File: src/design/decimal_ascii_formatter_top_assert.svh
// Assertion macros used by the decimal ASCII formatter's emitter module.
`ifndef DECIMAL_ASCII_FORMATTER_TOP_ASSERT_SVH
`define DECIMAL_ASCII_FORMATTER_TOP_ASSERT_SVH
`ifndef SYNTHESIS
`define DAFMT_ASSERT_SAME(label, ante, cons) \
  label: assert property (@(posedge clk) disable iff (rst) (ante) |-> (cons)) \
    else $error("decimal formatter check failed");
`define DAFMT_ASSERT_NEXT(label, ante, cons) \
  label: assert property (@(posedge clk) disable iff (rst) (ante) |=> (cons)) \
    else $error("decimal formatter check failed");
`else
`define DAFMT_ASSERT_SAME(label, ante, cons)
`define DAFMT_ASSERT_NEXT(label, ante, cons)
`endif
`endif

File: src/design/dafmt_pkg.sv
// Types and constants shared by the decimal ASCII formatter.
package dafmt_pkg;

  localparam int NUM_DIGITS = 5;
  localparam int VALUE_W    = 16;
  localparam int DIGIT_W    = 4;
  localparam int CHAR_W     = 8;
  localparam int PLACE_W    = 14;
  localparam int MULT_W     = 17;
  localparam int POS_W      = 3;

  localparam logic [CHAR_W-1:0] ASCII_ZERO    = 8'd48;
  localparam logic [CHAR_W-1:0] ASCII_NEWLINE = 8'd10;

  localparam logic [POS_W-1:0] POS_LAST_DIGIT = 3'd4;
  localparam logic [POS_W-1:0] POS_NEWLINE    = 3'd5;

  localparam logic [PLACE_W-1:0] PLACE_VALUE [NUM_DIGITS] =
    '{14'd10000, 14'd1000, 14'd100, 14'd10, 14'd1};

  typedef logic [NUM_DIGITS-1:0][DIGIT_W-1:0] digits_t;

  typedef struct packed {
    logic                valid;
    logic [VALUE_W-1:0]  rem;
    digits_t             digits;
  } frame_t;

endpackage

File: src/design/dafmt_cell.sv
// One digit cell: extracts the digit of one decimal place and passes the remainder on.
module dafmt_cell import dafmt_pkg::*; (
  input  logic               clk,
  input  logic               rst,
  input  logic [PLACE_W-1:0] place,
  input  frame_t             up,
  output logic               up_take,
  output frame_t             down,
  input  logic               down_take
);

  logic               valid;
  logic [VALUE_W-1:0] rem;
  digits_t            digits;
  logic [DIGIT_W-1:0] digit;
  logic [MULT_W-1:0]  sub;
  logic [MULT_W-1:0]  mult;

  always_comb begin
    digit = '0;
    sub   = '0;
    mult  = '0;
    for (int d = 1; d < 10; d++) begin
      mult = MULT_W'(place) * MULT_W'(d);
      if (MULT_W'(up.rem) >= mult) begin
        digit = DIGIT_W'(d);
        sub   = mult;
      end
    end
  end

  assign up_take = !valid || down_take;

  always_ff @(posedge clk) begin
    if (rst) begin
      valid <= 1'b0;
    end else if (up_take) begin
      valid <= up.valid;
    end
  end

  always_ff @(posedge clk) begin
    if (up_take && up.valid) begin
      rem    <= VALUE_W'(MULT_W'(up.rem) - sub);
      digits <= {up.digits[NUM_DIGITS-2:0], digit};
    end
  end

  assign down.valid  = valid;
  assign down.rem    = rem;
  assign down.digits = digits;

endmodule

File: src/design/dafmt_emit.sv
// Character emitter: skips leading zeros and sends digits and the newline one per word.
module dafmt_emit import dafmt_pkg::*; (
  input  logic              clk,
  input  logic              rst,
  input  frame_t            frame,
  output logic              frame_take,
  output logic              out_valid,
  input  logic              out_ready,
  output logic [CHAR_W-1:0] char_code,
  output logic              last
);

  `include "decimal_ascii_formatter_top_assert.svh"

  logic                busy;
  logic [POS_W-1:0]    pos;
  digits_t             digits;
  logic                out_free;
  logic                load;
  logic [POS_W-1:0]    first;
  logic [DIGIT_W-1:0]  cur_digit;

  assign out_free   = !out_valid || out_ready;
  assign frame_take = !busy || (pos == POS_NEWLINE && out_free);
  assign load       = frame.valid && frame_take;

  always_comb begin
    first = POS_LAST_DIGIT;
    for (int p = NUM_DIGITS - 2; p >= 0; p--) begin
      if (frame.digits[POS_W'(NUM_DIGITS - 1 - p)] != '0) begin
        first = POS_W'(p);
      end
    end
  end

  assign cur_digit = digits[POS_W'(NUM_DIGITS - 1) - pos];

  always_ff @(posedge clk) begin
    if (rst) begin
      busy      <= 1'b0;
      out_valid <= 1'b0;
    end else begin
      if (out_free) begin
        out_valid <= busy;
      end
      if (load) begin
        busy <= 1'b1;
      end else if (out_free && busy && pos == POS_NEWLINE) begin
        busy <= 1'b0;
      end
    end
  end

  always_ff @(posedge clk) begin
    if (out_free && busy) begin
      if (pos == POS_NEWLINE) begin
        char_code <= ASCII_NEWLINE;
        last      <= 1'b1;
      end else begin
        char_code <= ASCII_ZERO + CHAR_W'(cur_digit);
        last      <= 1'b0;
      end
    end
    if (load) begin
      digits <= frame.digits;
      pos    <= first;
    end else if (out_free && busy) begin
      pos <= pos + POS_W'(1);
    end
  end

  `DAFMT_ASSERT_SAME(a_last_is_newline, out_valid && last, char_code == ASCII_NEWLINE)
  `DAFMT_ASSERT_SAME(a_digit_range, out_valid && !last,
    char_code >= ASCII_ZERO && char_code <= ASCII_ZERO + CHAR_W'(9))
  `DAFMT_ASSERT_NEXT(a_zero_start, load && frame.digits == '0, pos == POS_LAST_DIGIT && busy)

endmodule

File: src/design/decimal_ascii_formatter_top.sv
// Top level of the decimal ASCII formatter: digit cell chain and character emitter.
//
//   channel | signals                        | direction
//   in      | in_valid, in_ready, value      | one binary word per number
//   out     | out_valid, out_ready, char_code, last | one char per cycle unless stalled
//
// A number passes five digit cells, then the emitter's digit and output registers.
// Each number then sends two to six characters through the output register, newline last.
// A stalled output freezes the emitter; the cells keep filling until the chain is full.
// Reset clears only valid and busy flags; data registers need none.
module decimal_ascii_formatter_top import dafmt_pkg::*; (
  input  logic               clk,
  input  logic               rst,
  input  logic               in_valid,
  output logic               in_ready,
  input  logic [VALUE_W-1:0] value,
  output logic               out_valid,
  input  logic               out_ready,
  output logic [CHAR_W-1:0]  char_code,
  output logic               last
);

  frame_t chain [NUM_DIGITS+1];
  logic   take  [NUM_DIGITS+1];

  assign chain[0].valid  = in_valid;
  assign chain[0].rem    = value;
  assign chain[0].digits = '0;
  assign in_ready        = take[0];

  for (genvar i = 0; i < NUM_DIGITS; i++) begin : g_cell
    dafmt_cell u_cell (
      .clk       (clk),
      .rst       (rst),
      .place     (PLACE_VALUE[i]),
      .up        (chain[i]),
      .up_take   (take[i]),
      .down      (chain[i+1]),
      .down_take (take[i+1])
    );
  end

  dafmt_emit u_emit (
    .clk        (clk),
    .rst        (rst),
    .frame      (chain[NUM_DIGITS]),
    .frame_take (take[NUM_DIGITS]),
    .out_valid  (out_valid),
    .out_ready  (out_ready),
    .char_code  (char_code),
    .last       (last)
  );

endmodule
File: config.mk
export PLATFORM = sky130hd
export DESIGN_NAME = decimal_ascii_formatter_top
export DESIGN_NICKNAME = d
export VERILOG_FILES = /design/src/design/dafmt_pkg.sv /design/src/design/dafmt_cell.sv /design/src/design/dafmt_emit.sv /design/src/design/decimal_ascii_formatter_top.sv
export VERILOG_INCLUDE_DIRS = /design/src /design/src/design
export SDC_FILE = /design/constraint.sdc
export NUM_CORES = 1
export LEC_CHECK = 0
export BUFFER_PORTS_ARGS = -buffer_cell sky130_fd_sc_hd__buf_2
export CAP_MARGIN = 0
export CORE_MARGIN = 2
export CORE_UTILIZATION = 60
export DETAILED_ROUTE_END_ITERATION = 6
export GPL_TIMING_DRIVEN = 1
export PLACE_DENSITY = 0.75
export SETUP_SLACK_MARGIN = 0.2
export SKIP_CTS_REPAIR_TIMING = 1
export SLEW_MARGIN = 20
export SYNTH_ARGS = -nofsm -noshare
export SYNTH_HDL_FRONTEND = slang
export SYNTH_SLANG_ARGS = --single-unit
File: constraint.sdc
create_clock -name clk -period 5.98 [get_ports clk]
set_input_delay 0.299 -clock clk [delete_from_list [all_inputs] [get_ports clk]]
set_output_delay 0.299 -clock clk [all_outputs]
set_load 0.01 [all_outputs]
# Word-level counts from Yosys, hierarchy flattened
# Cells that the tools add are included.
# Widths: inputs -> output; s select.
# classes
addsub	7
multipliers	0
div_mod_pow	0
n_lt_le_gt_ge	46
n_eq_ne	1
n_shift	0
muxes	86
n_bitwise	0
n_reduce_logical	33
# op_table
operator	n
$mux 16	6
$ge 16x10->1 const B	5
$mux 3	25
$ge 16x13->1 const B	4
$ge 16x3->1 const B	4
$ge 16x7->1 const B	4
$mux 13	4
$ge 16x17->1 const B	3
$mux 10	5
$ge 16x16->1 const B	3
$ge 16x4->1 const B	3
$ge 16x6->1 const B	3
$ge 16x9->1 const B	3
$ge 16x12->1 const B	2
$ge 16x14->1 const B	2
$ge 16x15->1 const B	2
$ge 16x2->1 const B	2
$ge 16x5->1 const B	2
$mux 15	2
$mux 14	2
$mux 7	4
$mux 9	3
$mux 12	2
$mux 2	10
25 further kinds	68
# totals
register_bits	163
latch_bits	0
mem_bits_rw	0
rom_bits	0
in_bits	20
out_inout_bits	11
memories	0

# Longest topological paths before layout
# Gate-level depths: netlist of the first run.
# depth
depth_word	11
depth_mapped	16
depth_no_buf	15

# By module
# A second synthesis of the first run with hierarchy kept.
# unflattened
hier_cells	5152
area_unflattened_um2	44993.2
# modules_own_cells
mod	instances	cells_per_inst	area_per_inst_um2	seq_area_each_um2
dafmt_cell (g_cell[3].u_cell ...)	2	977	8496.9	1101.1
dafmt_cell (g_cell[1].u_cell)	1	1045	8937.3	1101.1
dafmt_cell (g_cell[0].u_cell)	1	1018	8862.2	1101.1
dafmt_cell (g_cell[2].u_cell)	1	1039	8811.0	1101.1
dafmt_emit	1	94	1381.3	910.9
decimal_ascii_formatter_top	1	2	7.5	0.0

# Least setup slack after synthesis of the first run
# Ideal clock, no wire load.
# synth_timing
path_kind	flip-flop to flip-flop
startpoint	register g_cell[0].u_cell.rem[15]
endpoint	register g_cell[1].u_cell.rem[13] (data pin)
arrival_time_ns	3.428
required_ns	5.715
path_slack_ns	2.286
path_stages_with_launch	15
path_cell_list	edfxtp_1 -> clkbuf_1 -> nor4_1 -> o21ai_0 -> nor3_1 -> nor2b_1 -> nor3_1 -> o21a_1 -> ha_1 -> nor2b_1 -> o31a_1 -> o221a_2 -> o41ai_1 -> o21ai_0 -> xor2_1
# synth_between
elab_chain_cells	11
# synth_rtl
element	line	rtl
start, declared	dafmt_cell.sv:13	logic [VALUE_W-1:0] rem;
start signal, assigned	dafmt_cell.sv:44	rem <= VALUE_W'(MULT_W'(up.rem) - sub);
$ge 16x10->1	dafmt_cell.sv:25	if (MULT_W'(up.rem) >= mult) begin
$mux 10	dafmt_cell.sv:25	
$mux 11	dafmt_cell.sv:25	
$mux 12 (2 in a row)	dafmt_cell.sv:25	
$mux 13 (4 in a row)	dafmt_cell.sv:25	
$mux 14 *	dafmt_cell.sv:25	
$sub 16x14->16 *	dafmt_cell.sv:44	
end signal, assigned	dafmt_cell.sv:44	
end, declared	dafmt_cell.sv:13	
# Mark *: on every way between the ends. The rest lies on a longest branch, timed or not.
# A chain may end at the register's enable or synchronous reset.

# Worst setup path in the final report of the first run
# layout_timing
startpoint	register g_cell[0].u_cell.rem[14]
endpoint	register g_cell[1].u_cell.rem[13] (data pin)
# The elaborated chain is that of the path after synthesis.

==> results of run 1 <==
stage by stage:
| step | std cells | worst slack [ns] |
|---|---|---|
| after CTS | 920 | 1.67 |
| final | 920 | 1.62 |
| after global placement | 888 | 1.89 |
| after floorplan | 695 | 2.29 |
| after detailed placement | 888 | 1.73 |
| after global routing | 920 | 1.22 |
cells in the mapped netlist (11+ instances only):
cell / count
nor4_1: 14
o21a_1: 11
nand2_1: 48
ha_1: 38
a31oi_1: 11
nor2b_1: 14
xor2_1: 11
nand3_1: 18
a21oi_1: 40
nor3_1: 20
nor2_1: 57
inv_1: 43
xnor2_1: 26
o21ai_0: 37
edfxtp_1: 147
logic make-up (layout without fill, tap and decap cells):
logic type      after synthesis  after routing  synth area share (%)
compound gates              169            169                  13.9
xor+xnor                     37             37                  4.02
mux                           5              5                  1.26
fa+ha+maj                    42             42                  6.90
other cells                   1              2                0.0466
simple gates                228            228                  14.5
flops                       154            154                  56.5
buf+inv                      58            107                  2.84
path summary, 6_finish.rpt:
check / cells after the start / slack (ns) / to
max: 13 / 1.62 / g_cell[1].u_cell.rem[13]$_DFFE_PP_
min: 1 / 0.06 / g_cell[0].u_cell.rem[3]$_DFFE_PP_
max reg2reg: 13 / 1.62 / g_cell[1].u_cell.rem[13]$_DFFE_PP_
min reg2reg: 0 / 0.42 / g_cell[2].u_cell.down[5]$_DFFE_PP_
layout make-up:
type                    instances  area share (%)
flip-flops and latches        154            50.7
clock buffers                  17            4.73
inverters                      43            1.80
multi-input cells             483            36.6
repair buffers                 32            1.89
clock inverters                15            1.84
well taps                     176            2.45
worst max-delay path: cells and delay by family, from the launching register on:
family          cells  cell delay [ns]
xor+xnor            1             0.17
flops               1             0.52
fa+ha+maj           1             0.26
compound gates      6             1.60
simple gates        5             1.56
power groups by stage:
stage / logic, mW / clock network (mW) / registers [mW]
2_1_floorplan: 0.365 / 0 / 1.32
3_5_place_dp: 0.452 / 0 / 1.35
4_1_cts: 0.455 / 1.07 / 1.32
3_3_place_gp: 0.440 / 0 / 1.34
6_report: 0.455 / 1.05 / 1.32
5_1_grt: 0.512 / 1.11 / 1.33
flip-flops by register name, summed over array words and instances (netlist names):
name	cells
u_emit.pos	3
g_cell.u_cell.down	55
u_emit.out_valid	1
g_cell.u_cell.rem	64
u_emit.digits	19
u_emit.busy	1
u_emit.last	1
u_emit.char_code	5
g_cell.u_cell.valid	5
routing by layer:
layer	vias up	share of wire (%)
li1	2697	-
met1	2637	42
met2	147	52
met3	25	3.7
met4	0	2.6
met5	-	0
==> run_results.csv, run 1 <==
group,metric,value,unit
cells_and_area,fin_nets,793,
power,pwr-share-seq,46.8,%
cells_and_area,fillers,963,
timing,maxSlewHeadroom,47.5,%
cells_and_area,drive_gt1_share,13.0,%
timing,fmax,229,MHz
min_path,hold_path_startpoint,"value[3]",
global_routing,grt_util_met1,26.5,%
critical_path,cp_slowest_stage_delay,0.57,ns
critical_path,worstSetupStartpointType,"flop",
yosys,synth_seq_cells,154,
critical_path,critPathCaptureType,"flop",
critical_path,critical_path_class,"reg2reg",
yosys,netlist.area_leader.share,54.8,%
critical_path,arrival,4.53,ns
yosys,ys_top_cells_by_area,"edfxtp_1, ha_1, xnor2_1",
yosys,netlist_instances,694,
critical_path,path_cells,"nor4_1, o21ai_0, nor3_1, nor2b_1, nor3_1, o21a_1, ha_1, nor2b_1, o31a_1, o221a_2, o41ai_1, o21ai_0, xor2_1",
cells_and_area,regArea,0.00455,sq mm
routing,vias_per_cell,5.98,
cells_and_area,num_antenna_cells,0,
timing,setup_viol,0,
timing,tightest_slew,0.776,ns
critical_path,slowest_stage,"nor4_1",
power,power.internal,2.08,mW
power,p_sw,0.745,mW
timing,finalCritPeriodShare,73.0,%
global_routing,track_usage,22.4,%
timing,hold_violations,0,
cts,cts_tree,"yes",
floorplanning,coreArea,0.0132,sq mm
timing,holdWs,0.0553,ns
place,placed_cell_area,0.00840,sq mm
global_routing,grt_pass1_wl,24.9,mm
flow_run,cap_violations,0,
cts,cts_buffer_depth,2,
routing,vias,5506,
min_path,hp-class,"in2reg",
routing,drt-total-wl,15.0,mm
global_routing,grt.met3_usage,5.70,%
global_routing,grt_antenna_before_repair,0,
timing,skew,0.00712,ns
power,peakVddDrop,0.000279,V
cts,clock-sinks,154,
global_routing,grt_overflow,0,
cells_and_area,area_delta_synth_final,11.6,%
cells_and_area,final_common_cell,"edfxtp_1",
routing,drt-initial-drc-count,417,
yosys,async_flop_share,0,%
yosys,synth_flop_cell,"edfxtp_1",
power,p_leak,3.24,nW
timing,period_needed,4.36,ns
timing,final.setup.tns,0,ns
cells_and_area,utilization,68.2,%
yosys,seq_area_frac_synth,56.5,%
cts,cts_root_buf,"clkbuf_16",
cells_and_area,final_cell_mix,"edfxtp_1, nor2_1, nand2_1",
floorplanning,die_w,120,microns
cts,insertion_delay,0.42,ns
floorplanning,die_h,120,microns
critical_path,cp.required,6.14,ns
place,portBuffers,28,
floorplanning,io_pins,31,
power,finalPower,2.83,mW
place,dpl.hpwl,11.2,mm
timing,drv_slew,0,
yosys,ys_warn_count,0,
routing,post_drt_wl_per_cell,16.3,microns
cells_and_area,stdcell_area,0.00899,sq mm
yosys,synth_area_per_cell,11.6,sq um
critical_path,regToRegStartpoint,"g_cell[0].u_cell.rem[14]$_DFFE_PP_",
power,pwr-share-comb,16.1,%
critical_path,cp-startpoint,"g_cell[0].u_cell.rem[14]$_DFFE_PP_",
power,p_clk_share,37.1,%
routing,dr.pass1.iters,6,
floorplanning,num_rows,42,
cts,cts.clk_slew.worst_paths,0.06,ns
floorplanning,dieArea,0.0144,sq mm
routing,drc,0,
global_routing,grt_busiest_layer,"met2",
power,sw_frac_of_total,26.4,%
global_routing,grt_pass1_vias,5274,
routing,ant_nets,0,
floorplanning,initial_core_util,61.1,%
power,power_density,315,mW/mm^2
yosys,synthesis.area,0.00805,sq mm
global_routing,grt_use_met2,39.0,%
yosys,synth_edf_count,147,
cts,cts_made_buffers,17,
global_routing,grt_max_degree,32,
place,place.gp.congestion,0.869,
critical_path,path_max_fanout,8,
yosys,ys_types,68,
timing,rsz0062_at_grt,"false",
yosys,yosysTopAreaCell,"edfxtp_1",
status,status,"completed",
cells_and_area,multi_input_area,0.00329,sq mm
cts,cts_max_level,4,
No activity file was read; power rests on OpenSTA's default activity.
==> run 2: changes to the inputs <==
- CORE_UTILIZATION: 60 -> 56
- PLACE_DENSITY: 0.75 -> 0.73
- clock period: 5.98 -> 3.8 ns (I/O delays scaled with it)
==> run 2 against run 1 <==
Against the previous run: sequential share of layout area decreased by 3.5 points; largest power group unchanged; via count increased by 3.6%; clock-buffer cell count increased by 4; sequential power increased by 55%; cell count increased by 6.4%; fmax increased by 19%; wire length increased by 5.7%; clock skew increased by 0.0018 ns; critical endpoint is now g_cell[3].u_cell.rem[15]$_DFFE_PP_.
==> run_results.csv, run 2 (synthesis gave the netlist of run 1 again) <==
group,metric,value,unit
cts,cts_tree,"yes",
timing,hold_violations,0,
place,portBuffers,28,
floorplanning,num_rows,43,
global_routing,grt_max_degree,32,
cts,insertion_delay,0.42,ns
cells_and_area,regMostFlops,"g_cell.u_cell.rem",
timing,finalCritPeriodShare,96.7,%
critical_path,r2r_cells,14,
timing,setup_viol,0,
global_routing,grt_pass1_vias,5428,
power,power_density,474,mW/mm^2
floorplanning,coreArea,0.0140,sq mm
routing,dr.pass1.iters,5,
timing,rsz0062_at_grt,"true",
critical_path,path_max_fanout,5,
power,pwr-share-seq,44.9,%
timing,maxSlewHeadroom,40.1,%
cells_and_area,area_delta_synth_final,19.9,%
cells_and_area,largest_reg_flops,64,
min_path,hold_path_end,"g_cell[2].u_cell.valid$_SDFFE_PP0P_",
global_routing,grt_pass1_wl,25.6,mm
cts,cts_made_buffers,17,
min_path,hp-class,"in2reg",
power,p_sw,1.21,mW
cells_and_area,multi_input_area,0.00354,sq mm
global_routing,track_usage,21.6,%
routing,drc,0,
min_path,hold_path_startpoint,"rst",
critical_path,cp-startpoint,"g_cell[2].u_cell.rem[10]$_DFFE_PP_",
timing,holdWs,0.0294,ns
cells_and_area,drive_gt1_share,23.2,%
cts,cts.clk_slew.worst_paths,0.06,ns
floorplanning,dieArea,0.0154,sq mm
cts,cts_root_buf,"clkbuf_16",
timing,final.setup.tns,0,ns
place,post-place-ws,-0.0397,ns
timing,fmax,272,MHz
timing,setup_ws,0.124,ns
floorplanning,die_w,124,microns
timing,skew,0.00888,ns
routing,ant_nets,0,
cts,clock-sinks,154,
power,p_leak,3.53,nW
floorplanning,initial_core_util,57.6,%
place,place.gp.congestion,0.914,
place,dpl.hpwl,11.1,mm
power,peakVddDrop,0.000363,V
timing,tightest_slew,0.887,ns
routing,drt-total-wl,15.8,mm
power,pwr-share-comb,19.9,%
timing,drv_slew,0,
power,sw_frac_of_total,26.4,%
critical_path,rr_endpoint,"g_cell[3].u_cell.rem[15]$_DFFE_PP_",
global_routing,grt_overflow,0,
routing,post_drt_wl_per_cell,16.2,microns
flow_run,cap_violations,0,
cells_and_area,fillers,991,
critical_path,ff2ff_setup_slack,0.12,ns
critical_path,arrival,3.83,ns
floorplanning,io_pins,31,
critical_path,critical_path_class,"reg2reg",
cells_and_area,final_common_cell,"edfxtp_1",
power,p_clk_share,35.2,%
critical_path,worstSetupStartpointType,"flop",
routing,vias_per_cell,5.83,
timing,period_needed,3.68,ns
routing,drt-initial-drc-count,483,
min_path,min_path_cells,2,
critical_path,regToRegStartpoint,"g_cell[2].u_cell.rem[10]$_DFFE_PP_",
floorplanning,die_h,124,microns
cells_and_area,final_cell_mix,"edfxtp_1, nor2_1, buf_4",
power,power.internal,3.37,mW
global_routing,grt_antenna_before_repair,0,
cells_and_area,num_antenna_cells,0,
critical_path,cp.required,3.95,ns
cts,cts_max_level,4,
status,status,"completed",
cells_and_area,regArea,0.00455,sq mm
critical_path,critPathCaptureType,"flop",
cells_and_area,fin_nets,848,
cts,cts_buffer_depth,2,
routing,vias,5705,
==> run 2: final cells by class <==
| cell class | instances | share of cell area (%) |
|---|---|---|
| inverter | 43 | 1.67 |
| clock inverter | 11 | 1.30 |
| timing repair buffer | 87 | 6.27 |
| clock buffer | 21 | 4.56 |
| tap | 180 | 2.33 |
| multi-input combinational | 483 | 36.7 |
| sequential | 154 | 47.2 |
==> run 2: how the worst max path moves through the flow <==
stage / endpoint / slack (ns) / depth (start not counted)
after global placement: g_cell[2].u_cell.rem[12]$_DFFE_PP_ / 0.06 / 14
after detailed placement: g_cell[3].u_cell.rem[15]$_DFFE_PP_ / -0.04 / 14
after CTS: g_cell[1].u_cell.rem[13]$_DFFE_PP_ / -0.1 / 15
final: g_cell[3].u_cell.rem[15]$_DFFE_PP_ / 0.12 / 14
after floorplan: g_cell[1].u_cell.rem[13]$_DFFE_PP_ / 0.19 / 15
after global routing: g_cell[2].u_cell.rem[12]$_DFFE_PP_ / -0.03 / 14
==> run 2: per-stage QoR <==
stage	instance area (sq um)	power, mW	util [%]	std cells
after floorplan	8060	2.65	-	695
after global placement	8630	2.86	61.7	922
after detailed placement	8630	2.89	61.7	922
after CTS	9190	4.50	65.7	954
after global routing	9650	4.79	69.0	979
final	9650	4.58	69.0	979
==> run 2: layer usage <==
| layer | GRT usage [%] | up-vias | part of all wire, % |
|---|---|---|---|
| li1 | - | 2801 | - |
| met1 | 27.1 | 2728 | 42 |
| met2 | 37.5 | 152 | 52 |
| met3 | 4.30 | 24 | 3.3 |
| met4 | 7.44 | 0 | 2.0 |
| met5 | 0 | - | 0 |
==> run 2: power by group through the flow <==
stage               Sequential [mW]  Clock, mW  Combinational, mW
floorplan                      2.07          0              0.575
global placement               2.08          0              0.784
detailed placement             2.08          0              0.809
CTS                            2.05       1.64              0.815
global route                   2.07       1.71               1.02
finish                         2.05       1.61              0.912
==> run 2: worst max-delay path, cell delays in order, from the launching register on <==
cell	delay, ns
edfxtp_1	0.39
or4_4	0.56
or4_4	0.49
nor2_8	0.19
buf_12	0.12
nand2_1	0.04
a31o_1	0.18
a21boi_1	0.14
ha_1	0.29
nor2b_2	0.18
o21ai_2	0.17
a21boi_2	0.09
o21a_2	0.25
nor4_2	0.19
xor2_1	0.11
